<file path="config.mk">
export PLATFORM = sky130hd
export DESIGN_NAME = fpsm_seq
export DESIGN_NICKNAME = d
export VERILOG_FILES = /design/src/rtl/core/fpsm_pkg.sv /design/src/rtl/core/fpsm_seq.sv
export SDC_FILE = /design/constraint.sdc
export NUM_CORES = 1
export LEC_CHECK = 0
export BUFFER_PORTS_ARGS = -buffer_cell sky130_fd_sc_hd__buf_4
export CELL_PAD_IN_SITES_DETAIL_PLACEMENT = 1
export CELL_PAD_IN_SITES_GLOBAL_PLACEMENT = 1
export CORE_MARGIN = 2
export CORE_UTILIZATION = 35
export DETAILED_ROUTE_END_ITERATION = 6
export PLACE_DENSITY = 0.71
export SLEW_MARGIN = 20
export SYNTH_ARGS = -nofsm -noshare
export SYNTH_HDL_FRONTEND = slang
export SYNTH_SLANG_ARGS = --single-unit
</file>
<file path="constraint.sdc">
create_clock -name clk -period 11.31 [get_ports clk]
set_input_delay 2.8275 -clock clk [delete_from_list [all_inputs] [get_ports clk]]
set_output_delay 2.8275 -clock clk [all_outputs]
set_load 0.005 [all_outputs]
</file>
<file path="src/rtl/core/fpsm_pkg.sv">
`default_nettype none
// ============================================================================
// fpsm_pkg
// Shared types and constants of the five-point stencil matrix-vector block:
// item layouts, kind and register codes, and the control groups that pass
// between the sequencer, the line store and the arithmetic pipeline.
// ============================================================================

package fpsm_pkg;

    // fixed-point format
    localparam int VALUE_W = 32;
    localparam int FRAC_W = 16;
    localparam int PROD_W = 2 * VALUE_W;
    localparam int NUM_TERMS = 5;

    // result field widths
    localparam int ROW_IDX_W = 10;
    localparam int COL_IDX_W = 6;

    // configuration port
    localparam int NUM_COLS_W = 7;
    localparam int CFG_IDX_W = 2;
    localparam logic [NUM_COLS_W-1:0] NUM_COLS_RST = 7'd64;

    // default sizes
    localparam int MAX_COLS_DEF = 64;
    localparam int MAX_ROWS_DEF = 1024;

    // stencil term slots
    localparam int TERM_NORTH = 0;
    localparam int TERM_SOUTH = 1;
    localparam int TERM_WEST = 2;
    localparam int TERM_EAST = 3;
    localparam int TERM_CENTER = 4;

    typedef enum logic [1:0] {
        KIND_UPPER = 2'd0,
        KIND_GRID  = 2'd1,
        KIND_LOWER = 2'd2
    } kind_t;

    typedef enum logic [CFG_IDX_W-1:0] {
        REG_NUM_COLS   = 2'd0,
        REG_UPPER_HALO = 2'd1,
        REG_LOWER_HALO = 2'd2
    } cfg_reg_t;

    // input item
    typedef struct packed {
        logic [1:0]                kind;
        logic signed [VALUE_W-1:0] x_value;
        logic signed [VALUE_W-1:0] coef_north;
        logic signed [VALUE_W-1:0] coef_south;
        logic signed [VALUE_W-1:0] coef_west;
        logic signed [VALUE_W-1:0] coef_east;
        logic signed [VALUE_W-1:0] coef_center;
    } point_t;

    // result item
    typedef struct packed {
        logic signed [VALUE_W-1:0] product_value;
        logic [ROW_IDX_W-1:0]      row_index;
        logic [COL_IDX_W-1:0]      col_index;
        logic                      saturated;
        logic                      grid_done;
    } result_t;

    // configuration write
    typedef struct packed {
        logic [CFG_IDX_W-1:0]  index;
        logic [NUM_COLS_W-1:0] value;
    } cfg_write_t;

    // per-item decisions made by the sequencer at accept time
    typedef struct packed {
        logic                 live;
        logic                 emit;
        logic                 grid;
        logic                 ra_halo;
        logic                 halo_keep;
        logic                 south_en;
        logic                 west_en;
        logic                 east_en;
        logic                 grid_done;
        logic [ROW_IDX_W-1:0] row_index;
    } issue_t;

    // identification that travels with a result
    typedef struct packed {
        logic [ROW_IDX_W-1:0] row_index;
        logic [COL_IDX_W-1:0] col_index;
        logic                 grid_done;
    } tag_t;

    // operand set of one stencil evaluation
    typedef struct packed {
        tag_t                                tag;
        logic [NUM_TERMS-1:0][VALUE_W-1:0]   coef;
        logic [NUM_TERMS-1:0][VALUE_W-1:0]   val;
    } op_t;

endpackage

`default_nettype wire

</file>
<file path="src/rtl/core/fpsm_seq.sv">
`default_nettype none
// ============================================================================
// fpsm_seq
// Sequencer: configuration registers, column and row position, slab state,
// and the per-item decisions handed to the line store.
// ============================================================================

module fpsm_seq #(
    parameter int MAX_COLS = fpsm_pkg::MAX_COLS_DEF,
    parameter int MAX_ROWS = fpsm_pkg::MAX_ROWS_DEF
) (
    input  logic                        clk,
    input  logic                        rst_n,
    input  logic                        accept,
    input  logic [1:0]                  kind,
    input  logic                        cfg_we,
    input  fpsm_pkg::cfg_write_t        cfg_wr,
    output logic [$clog2(MAX_COLS)-1:0] col,
    output logic [$clog2(MAX_COLS)-1:0] col_p1,
    output fpsm_pkg::issue_t            issue
);
    import fpsm_pkg::*;

    localparam int COL_W = $clog2(MAX_COLS);
    localparam int NW = (COL_W + 1 > NUM_COLS_W) ? COL_W + 1 : NUM_COLS_W;
    localparam int ROW_W = (MAX_ROWS > 1) ? $clog2(MAX_ROWS) : 1;

    logic [NUM_COLS_W-1:0] num_cols_reg;
    logic                  upper_halo_reg;
    logic                  lower_halo_reg;
    logic [COL_W-1:0]      column_counter_reg;
    logic [COL_W-1:0]      column_counter_next;
    logic [ROW_W-1:0]      row_counter_reg;
    logic [ROW_W-1:0]      row_counter_next;
    logic                  frp_reg;
    logic                  frp_next;

    logic [NW-1:0] nc_ext;
    logic [NW-1:0] cols_used;
    logic [NW-1:0] col_p1_ext;
    logic          last;
    logic          is_upper;
    logic          is_grid;
    logic          is_lower;

    // columns in use and the current column
    always_comb
    begin
        nc_ext = NW'(num_cols_reg);
        if (nc_ext == '0)
        begin
            cols_used = NW'(1);
        end
        else if (nc_ext > NW'(MAX_COLS))
        begin
            cols_used = NW'(MAX_COLS);
        end
        else
        begin
            cols_used = nc_ext;
        end
        col = (NW'(column_counter_reg) < cols_used) ? column_counter_reg : '0;
        col_p1_ext = NW'(col) + NW'(1);
        col_p1 = col_p1_ext[COL_W-1:0];
        last = (col_p1_ext >= cols_used);
    end

    // item decisions
    always_comb
    begin
        is_upper = (kind == KIND_UPPER);
        is_grid = (kind == KIND_GRID);
        is_lower = (kind == KIND_LOWER);
        issue.live = is_upper || is_grid || is_lower;
        issue.emit = (is_grid || is_lower) && !frp_reg;
        issue.grid = is_grid;
        issue.ra_halo = is_upper;
        issue.halo_keep = upper_halo_reg;
        issue.south_en = is_grid || lower_halo_reg;
        issue.west_en = (col != '0);
        issue.east_en = !last;
        issue.grid_done = is_lower && last;
        issue.row_index = ROW_IDX_W'(row_counter_reg);
    end

    // position and slab state after this item
    always_comb
    begin
        column_counter_next = last ? '0 : col_p1;
        row_counter_next = row_counter_reg;
        frp_next = frp_reg;
        if (is_upper || (is_lower && last))
        begin
            frp_next = 1'b1;
            row_counter_next = '0;
        end
        else if (is_grid && last)
        begin
            if (frp_reg)
            begin
                frp_next = 1'b0;
            end
            else if (row_counter_reg < ROW_W'(MAX_ROWS - 1))
            begin
                row_counter_next = row_counter_reg + ROW_W'(1);
            end
        end
    end

    // registers
    always_ff @(posedge clk or negedge rst_n)
    begin
        if (!rst_n)
        begin
            num_cols_reg <= NUM_COLS_RST;
            upper_halo_reg <= 1'b0;
            lower_halo_reg <= 1'b0;
            column_counter_reg <= '0;
            row_counter_reg <= '0;
            frp_reg <= 1'b1;
        end
        else
        begin
            if (cfg_we)
            begin
                case (cfg_wr.index)
                    REG_NUM_COLS:   num_cols_reg <= cfg_wr.value;
                    REG_UPPER_HALO: upper_halo_reg <= cfg_wr.value[0];
                    REG_LOWER_HALO: lower_halo_reg <= cfg_wr.value[0];
                    default:        ;
                endcase
            end
            if (accept && issue.live)
            begin
                column_counter_reg <= column_counter_next;
                row_counter_reg <= row_counter_next;
                frp_reg <= frp_next;
            end
        end
    end

    // an upper halo item restarts the slab
    a_upper_restarts: assert property (@(posedge clk) disable iff (!rst_n)
        accept && issue.live && issue.ra_halo |=> frp_reg && (row_counter_reg == '0))
        else $error("upper halo item did not restart the slab");

    // row counter stays within the row range
    a_row_range: assert property (@(posedge clk) disable iff (!rst_n)
        row_counter_reg <= ROW_W'(MAX_ROWS - 1))
        else $error("row counter beyond last row");

endmodule

`default_nettype wire

</file>
==> results of run 1 <==
-- where the power goes --
part | internal [mW] | total (mW) | switching (mW)
Combinational | 0.124 | 0.274 | 0.151
Sequential | 0.112 | 0.133 | 0.0212
Clock | 0.0311 | 0.0614 | 0.0303
Total | 0.267 | 0.469 | 0.202
-- layout make-up --
type                    count  share of cell area (%)
clock buffers               4                   2.380
inverters                  10                   1.622
multi-input cells         163                   49.05
flip-flops and latches     26                   28.23
well taps                  70                   3.786
repair buffers             46                   14.93
-- synthesized netlist by cell type, types with 2 or more instances --
| master | instances | area share, % |
|---|---|---|
| and2_1 | 5 | 1.7 |
| nand3b_1 | 2 | 0.81 |
| or2_2 | 3 | 1.0 |
| a21oi_1 | 6 | 1.6 |
| nand2b_1 | 3 | 1.0 |
| and3_1 | 3 | 1.0 |
| ha_1 | 19 | 13 |
| mux2_2 | 8 | 4.8 |
| nand4_1 | 3 | 1.0 |
| dfrtp_1 | 24 | 32 |
| nor2b_1 | 2 | 0.67 |
| dfstp_2 | 2 | 2.8 |
| o21ai_0 | 10 | 2.7 |
| o22ai_1 | 2 | 0.67 |
| buf_4 | 4 | 1.6 |
| or4_1 | 4 | 1.6 |
| xnor2_1 | 5 | 2.3 |
| nand2_1 | 36 | 7.2 |
| a2bb2oi_1 | 2 | 0.94 |
| inv_1 | 8 | 1.6 |
| nor3_1 | 4 | 1.1 |
| nor2_1 | 11 | 2.2 |
| o31ai_1 | 5 | 2.0 |
| o211ai_1 | 7 | 2.8 |
| nand3_1 | 6 | 1.6 |
-- logic make-up (layout without fill, tap and decap cells) --
logic type,Yosys count,in the layout,share of synthesized area (%)
AO/OA/AOI/OAI,44,44,17.38
multiplexers,8,8,4.832
XOR/XNOR,6,6,2.819
flip-flops,26,26,35.03
AND/OR/NAND/NOR,86,86,23.09
adder cells (fa/ha/maj),19,19,12.75
buffers and inverters,16,60,4.093
-- per-stage QoR --
step	hold slack (ns)	power (mW)	util, %	area (µm²)	instances
finish	0.5065	0.4693	45.01	2313	319
global route	0.5245	0.5160	45.01	2313	319
CTS	0.5109	0.4773	45.01	2313	319
detailed placement	0.4890	0.4139	43.94	2258	315
global placement	0.4802	0.4053	43.94	2258	315
floorplan	0.4705	0.3012	-	1864	205
-- layout by cell type, fill, tap and decap left out, drive strengths merged, types with 2 or more instances in the layout --
| cell type | instances |
|---|---|
| o22ai | 2 |
| and3 | 3 |
| nor3 | 4 |
| nor2b | 2 |
| or4 | 4 |
| nand2b | 3 |
| nand3 | 6 |
| a2bb2oi | 2 |
| nor2 | 11 |
| buf | 46 |
| nand4 | 3 |
| dfstp | 2 |
| o21ai | 11 |
| nand2 | 36 |
| clkbuf | 4 |
| dfrtp | 24 |
| nand3b | 2 |
| and2 | 5 |
| o211ai | 7 |
| a21oi | 6 |
| xnor2 | 5 |
| mux2 | 8 |
| or2 | 3 |
| ha | 19 |
| inv | 9 |
| nor4 | 2 |
| o31ai | 5 |
-- path summary, 6_finish.rpt --
kind                                            start                        endpoint  slack (ns)  cells past startpoint
setup / recovery                nc_ext[6]$_DFFE_PN1P_                       issue[10]        3.76                     18
hold / removal             lower_halo_reg$_DFFE_PN0P_      lower_halo_reg$_DFFE_PN0P_        0.51                      1
setup reg to reg                nc_ext[6]$_DFFE_PN1P_  row_counter_reg[3]$_DFFE_PN0P_        6.24                     19
hold reg to reg            lower_halo_reg$_DFFE_PN0P_      lower_halo_reg$_DFFE_PN0P_        0.51                      1
max in group asynchronous                       rst_n           nc_ext[6]$_DFFE_PN1P_        8.55                      1
min in group asynchronous                       rst_n  row_counter_reg[5]$_DFFE_PN0P_        2.45                      1
-- critical path, cell delays in order (launching register included) --
cell and delay [ns]:
dfstp_2 0.54, clkinv_1 0.22, nand2_1 0.17, ha_1 0.25
a21oi_1 0.17, o211ai_1 0.12, o311ai_1 0.52, nand2_1 0.18
inv_1 0.16, ha_1 0.26, nand3_1 0.16, nand2b_1 0.20
a21oi_1 0.21, ha_1 0.26, and3_1 0.19, a221oi_2 0.24
o21ai_2 0.23, and2_1 0.23, buf_4 0.13
-- layer usage --
layer	part of all wire, %	global-route usage, %	vias up
li1	-	-	832
met1	47	23.95	816
met2	50	31.23	30
met3	2.8	2.118	4
met4	0.55	2.679	0
met5	0	0	-
==> run metrics, run 1 <==
Async S/R FF share, synth=100.0%; Worst-path clk slew=~0.090 ns; clk sinks=26; Ys Warns=0; post-synthesis sequential area ratio=35.03%; setup violators final=0; max FFs per register=10; Max Cap Viol=0; Residual DRC=0; RSZ-0062 raised after global routing=false; FILL cells=~630; Netlist Area Pre-Place=approximately 1900 µm²; multi-input gate area in the final layout=about 1100 µm²; final slew viol count=0; Final HPWL DP=~3900 µm; grt total ovfl=0; final hold violation count=0; Max H-tree Level=1; Top FF cell, synth=dfrtp_1; Port Buf Inserts=45; first-pass GRT wire length=8590 µm; final wirelength=approximately 4900 µm; clk buf depth=2; First-pass DRT Iterations=4; Final WS setup=~3.8 ns; vias in the first global route=approximately 1,800; setup TNS=0 ns; post-CTS setup buffers=0; fmax=132.4 MHz; Final Cycle Share=approximately 67%; synth unique cells=46; Antenna Nets Post-Route=0; CTS tree=done; initial antenna violation count=0; Syn-to-layout area delta=24.09%; Post-CTS Hold Buffers=0; Final nets=about 280; Worst-Margin Slew=about 0.6 ns; peak supply drop=about 0.097 mV; number of synthesized register bits=26; EDFF count, synth=0; Leak=approximately 1.1 nW; CTS root buf=clkbuf_8; Place WS=about 4.1 ns; via count=between 1,500 and 2,000; critical path class=register to output port; TritonCTS buffer count=3; Hold Crit Class=register to register; Die Width=approximately 77 µm; crit end category=output port; fraction of layout cells with a size suffix above 1=between 20 and 30%; largest net degree at the start of global routing=27; CP Max Fanout=13; Clock Latency Late Sink=about 0.27 ns; All-Layer GR Usage=about 18%; skew final=~0.0063 ns; Via density=5.273; syn_nets=approximately 240; die area=5927 µm²; min Tclk post-route=7.551 ns; # diodes=0; CP required=roughly 8.5 ns; Avg Synthesized Cell Area=9.094 µm²; DIE HEIGHT=about 77 µm; DR WL/cell=between 15 and 20 µm; Sequential Area=653.1 µm²; core box area=slightly above 5000 µm²; Worst slew margin=about three fifths; CP startpoint kind=register; number of core rows=26; Worst EP arrival=about 4.7 ns; status=completed; DRT iter0 DRCs=a little under 50; Initial Util=a little over a third; routability congestion estimate=~0.84; I/O Pins=between 40 and 50; post-cts sizing count=0; pwr dens=202.9 nW/µm²; post-synthesis cell count=205
Note: power is estimated with default switching activity, not from simulation.
==> inputs of run 2 (changes only) <==
- ABC_AREA: default -> 1
- PLACE_DENSITY: 0.71 -> 0.73
- clock period: 11.31 -> 7.6 ns (I/O delays scaled with it)
==> run metrics, run 2 <==
slowest stage cell, crit path=dfrtp_1; skew final=0.004812 ns (-0.001482 ns); Initial Util=36.20% (-0.074 points); Avg Synthesized Cell Area=7.878 µm² (-13%); fraction of layout cells with a size suffix above 1=29.19% (+1.1 points); most area-hungry cell type in the Yosys netlist=dfrtp_1; Die Width=79.47 µm (+3.2%); pwr dens=297.3 nW/µm² (+47%); metal3 WL=181 µm (+29%); Residual DRC=0 (unchanged); CP startpoint kind=register; Most common cell on crit path=nor2_1; synth unique cells=29 (-37%); DRT iter0 DRCs=43 (-12%); dominant cells by area after synthesis=dfrtp_1 30%, ha_1 12%, nand2_1 11%; vias in the first global route=1,828 (+2.8%); post-synthesis sequential area ratio=32.77% (-2.3 points); TritonCTS buffer count=3 (unchanged); via count=1,745 (+3.7%); Worst-path clk slew=0.10 ns (about the same); EDFF count, synth=0 (unchanged); Hold Crit Class=register to register; post-cts sizing count=0 (unchanged); DR WL/cell=13.91 µm (-10%); count leader, synth=nand2_1; first-pass GRT wire length=8907 µm (+3.7%); CP required=5.70 ns (-2.78 ns); CP top delay family=simple AND/OR/NAND/NOR gates; hold path endpoint=lower_halo_reg$_DFFE_PN0P_; Final HPWL DP=4199 µm (+6.7%); peak supply drop=0.1201 mV (+24%); # diodes=0 (unchanged); final hold violation count=0 (unchanged); Top FF cell, synth=dfrtp_1; r2r setup slk=3.28 ns (-2.96 ns); DIE HEIGHT=79.47 µm (+3.2%); grt total ovfl=0 (unchanged); Syn-to-layout area delta=23.35%; critical path class=register to output port; CTS root buf=clkbuf_8; Cells after DPL=366 (+16%); number of core rows=27 (+3.8%); Max H-tree Level=1 (unchanged); FF-to-FF path depth=26 (+7); Post-CTS Hold Buffers=0 (unchanged); die area=6315 µm² (+6.5%); multi-input gate area in the final layout=1160 µm² (+2.2%); setup violators final=0 (unchanged); Async S/R FF share, synth=100.0% (unchanged); Worst EP arrival=4.06 ns (-0.66 ns); Buf+Inv Stages, Crit Path=3 (unchanged); All-Layer GR Usage=17.86% (+0.085 points); status=completed; Netlist Area Pre-Place=1993 µm² (+6.9%); FILL cells=669 (+5.9%); Synth top cells by count=58 x nand2_1, 37 x inv_1, 24 x dfrtp_1, 24 x nor2_1, 19 x ha_1; Via density=4.716 (-11%); max FFs per register=10 (unchanged); M1 wire length=2512 µm (+8.7%); Clock Latency Late Sink=0.28 ns (about the same); r2r endpoint=row_counter_reg[4]$_DFFE_PN0P_; Antenna Nets Post-Route=0 (unchanged); First-pass DRT Iterations=4 (unchanged); Max Cap Viol=0 (unchanged); routability congestion estimate=0.8543 (+1.6%); CTS tree=done; post-synthesis cell count=253 (+23%); Worst-Margin Slew=0.4216 ns (-0.1836 ns); CP Max Fanout=5 (-8); largest net degree at the start of global routing=27 (unchanged); crit end category=output port; commonest non-fill, non-tap cell in the layout=nand2_1; Port Buf Inserts=45 (unchanged); clk buf depth=2 (unchanged); post-layout util=44.65% (-0.36 points); Worst slew margin=71.79% (+12 points); slowest stage delay, CP=0.40 ns (-0.14 ns); I/O Pins=46 (unchanged); Final Cycle Share=78.38%; hold path start=lower_halo_reg$_DFFE_PN0P_; setup TNS=0 ns (unchanged); Synth top area share=30.13% (-2.1 points); syn_nets=287 (+20%); WHS Path Cells=2 (+1); RSZ-0062 raised after global routing=false; Final nets=333 (+17%); Leak=1.293 nW (+18%); Ys Warns=0 (unchanged); critical path cell sequence=nor2_1, nand3_1, nand2_1, nand2_1, ha_1, a21oi_1, nor2_1, a21oi_2, nand2_4, nor2_1, ha_1, inv_1, nor2_4, nand3_2, and2_1, ha_1, a21oi_2, nor2_1, a211oi_2, nand3_2, nand2_2, inv_1, buf_4; initial antenna violation count=0 (unchanged); worst reg2reg startpoint=nc_ext[4]$_DFFE_PN0P_; core box area=5507 µm² (+7.1%); WL met2=2368 µm (-3.9%); top sig layer=met4; min Tclk post-route=5.957 ns; final wirelength=5146 µm (+4.1%); final slew viol count=0 (unchanged); most frequent cells in the layout=58 x nand2_1, 45 x buf_4, 37 x inv_1, 24 x nor2_1, 24 x dfrtp_1; post-CTS setup buffers=0 (unchanged); fmax=167.9 MHz; number of synthesized register bits=26 (unchanged); clk sinks=26 (unchanged); Sequential Area=653.1 µm² (unchanged); Post-Layout Cell Count=370 (+16%)
[run 2: kinds of logic after synthesis]
family          count (synthesis)  share of synthesized area (%)
flops                          26                          32.77
mux                             5                          2.825
buf+inv                        43                          9.039
compound gates                 25                          8.789
fa+ha+maj                      19                          11.93
xor+xnor                        7                          3.076
simple gates                  128                          31.58
[run 2: through the flow]
stage,area (µm²),power (mW),hold slack [ns],setup WS (ns)
after floorplan,1993,0.4565,0.4451,2.436
after global placement,2387,0.6095,0.4647,2.135
after detailed placement,2387,0.6191,0.4759,1.990
after CTS,2459,0.7447,0.5017,1.636
after global routing,2459,0.7978,0.5259,1.322
final,2459,0.7310,0.4979,1.643
[run 2: worst max path at each step]
stage / startpoint / end / cells past startpoint
after floorplan: nc_ext[4]$_DFFE_PN0P_ / issue[10] / 22
after global placement: nc_ext[2]$_DFFE_PN0P_ / issue[10] / 23
after detailed placement: nc_ext[4]$_DFFE_PN0P_ / issue[10] / 23
after CTS: nc_ext[4]$_DFFE_PN0P_ / issue[10] / 23
after global routing: nc_ext[4]$_DFFE_PN0P_ / issue[10] / 23
final: nc_ext[4]$_DFFE_PN0P_ / issue[10] / 23
[run 2: metal layers]
layer	vias up	GRT usage [%]
li1	893	-
met1	812	24.06
met2	33	29.92
met3	7	2.489
met4	0	4.828
met5	-	0
[run 2: layout make-up]
type | count | area share [%]
Inverter | 39 | 5.954
Timing Repair Buffer | 45 | 13.74
Tap cell | 72 | 3.664
Clock buffer | 3 | 1.679
Clock inverter | 1 | 1.221
Multi-Input combinational cell | 184 | 47.18
Sequential cell | 26 | 26.56
[run 2: worst register-to-register path: cells and delay by family (launching register included)]
kind | cells | cell delay, ns
fa+ha+maj | 3 | 0.74
compound gates | 5 | 0.76
simple gates | 17 | 2.25
flops | 1 | 0.40
buf+inv | 1 | 0.07
[run 2: where the power goes]
part | switching, mW | leakage, nW | internal [mW]
sequential | 0.0449 | 0.333 | 0.179
combinational | 0.209 | 0.924 | 0.179
clock | 0.0487 | 0.0357 | 0.0706
total | 0.303 | 1.29 | 0.428
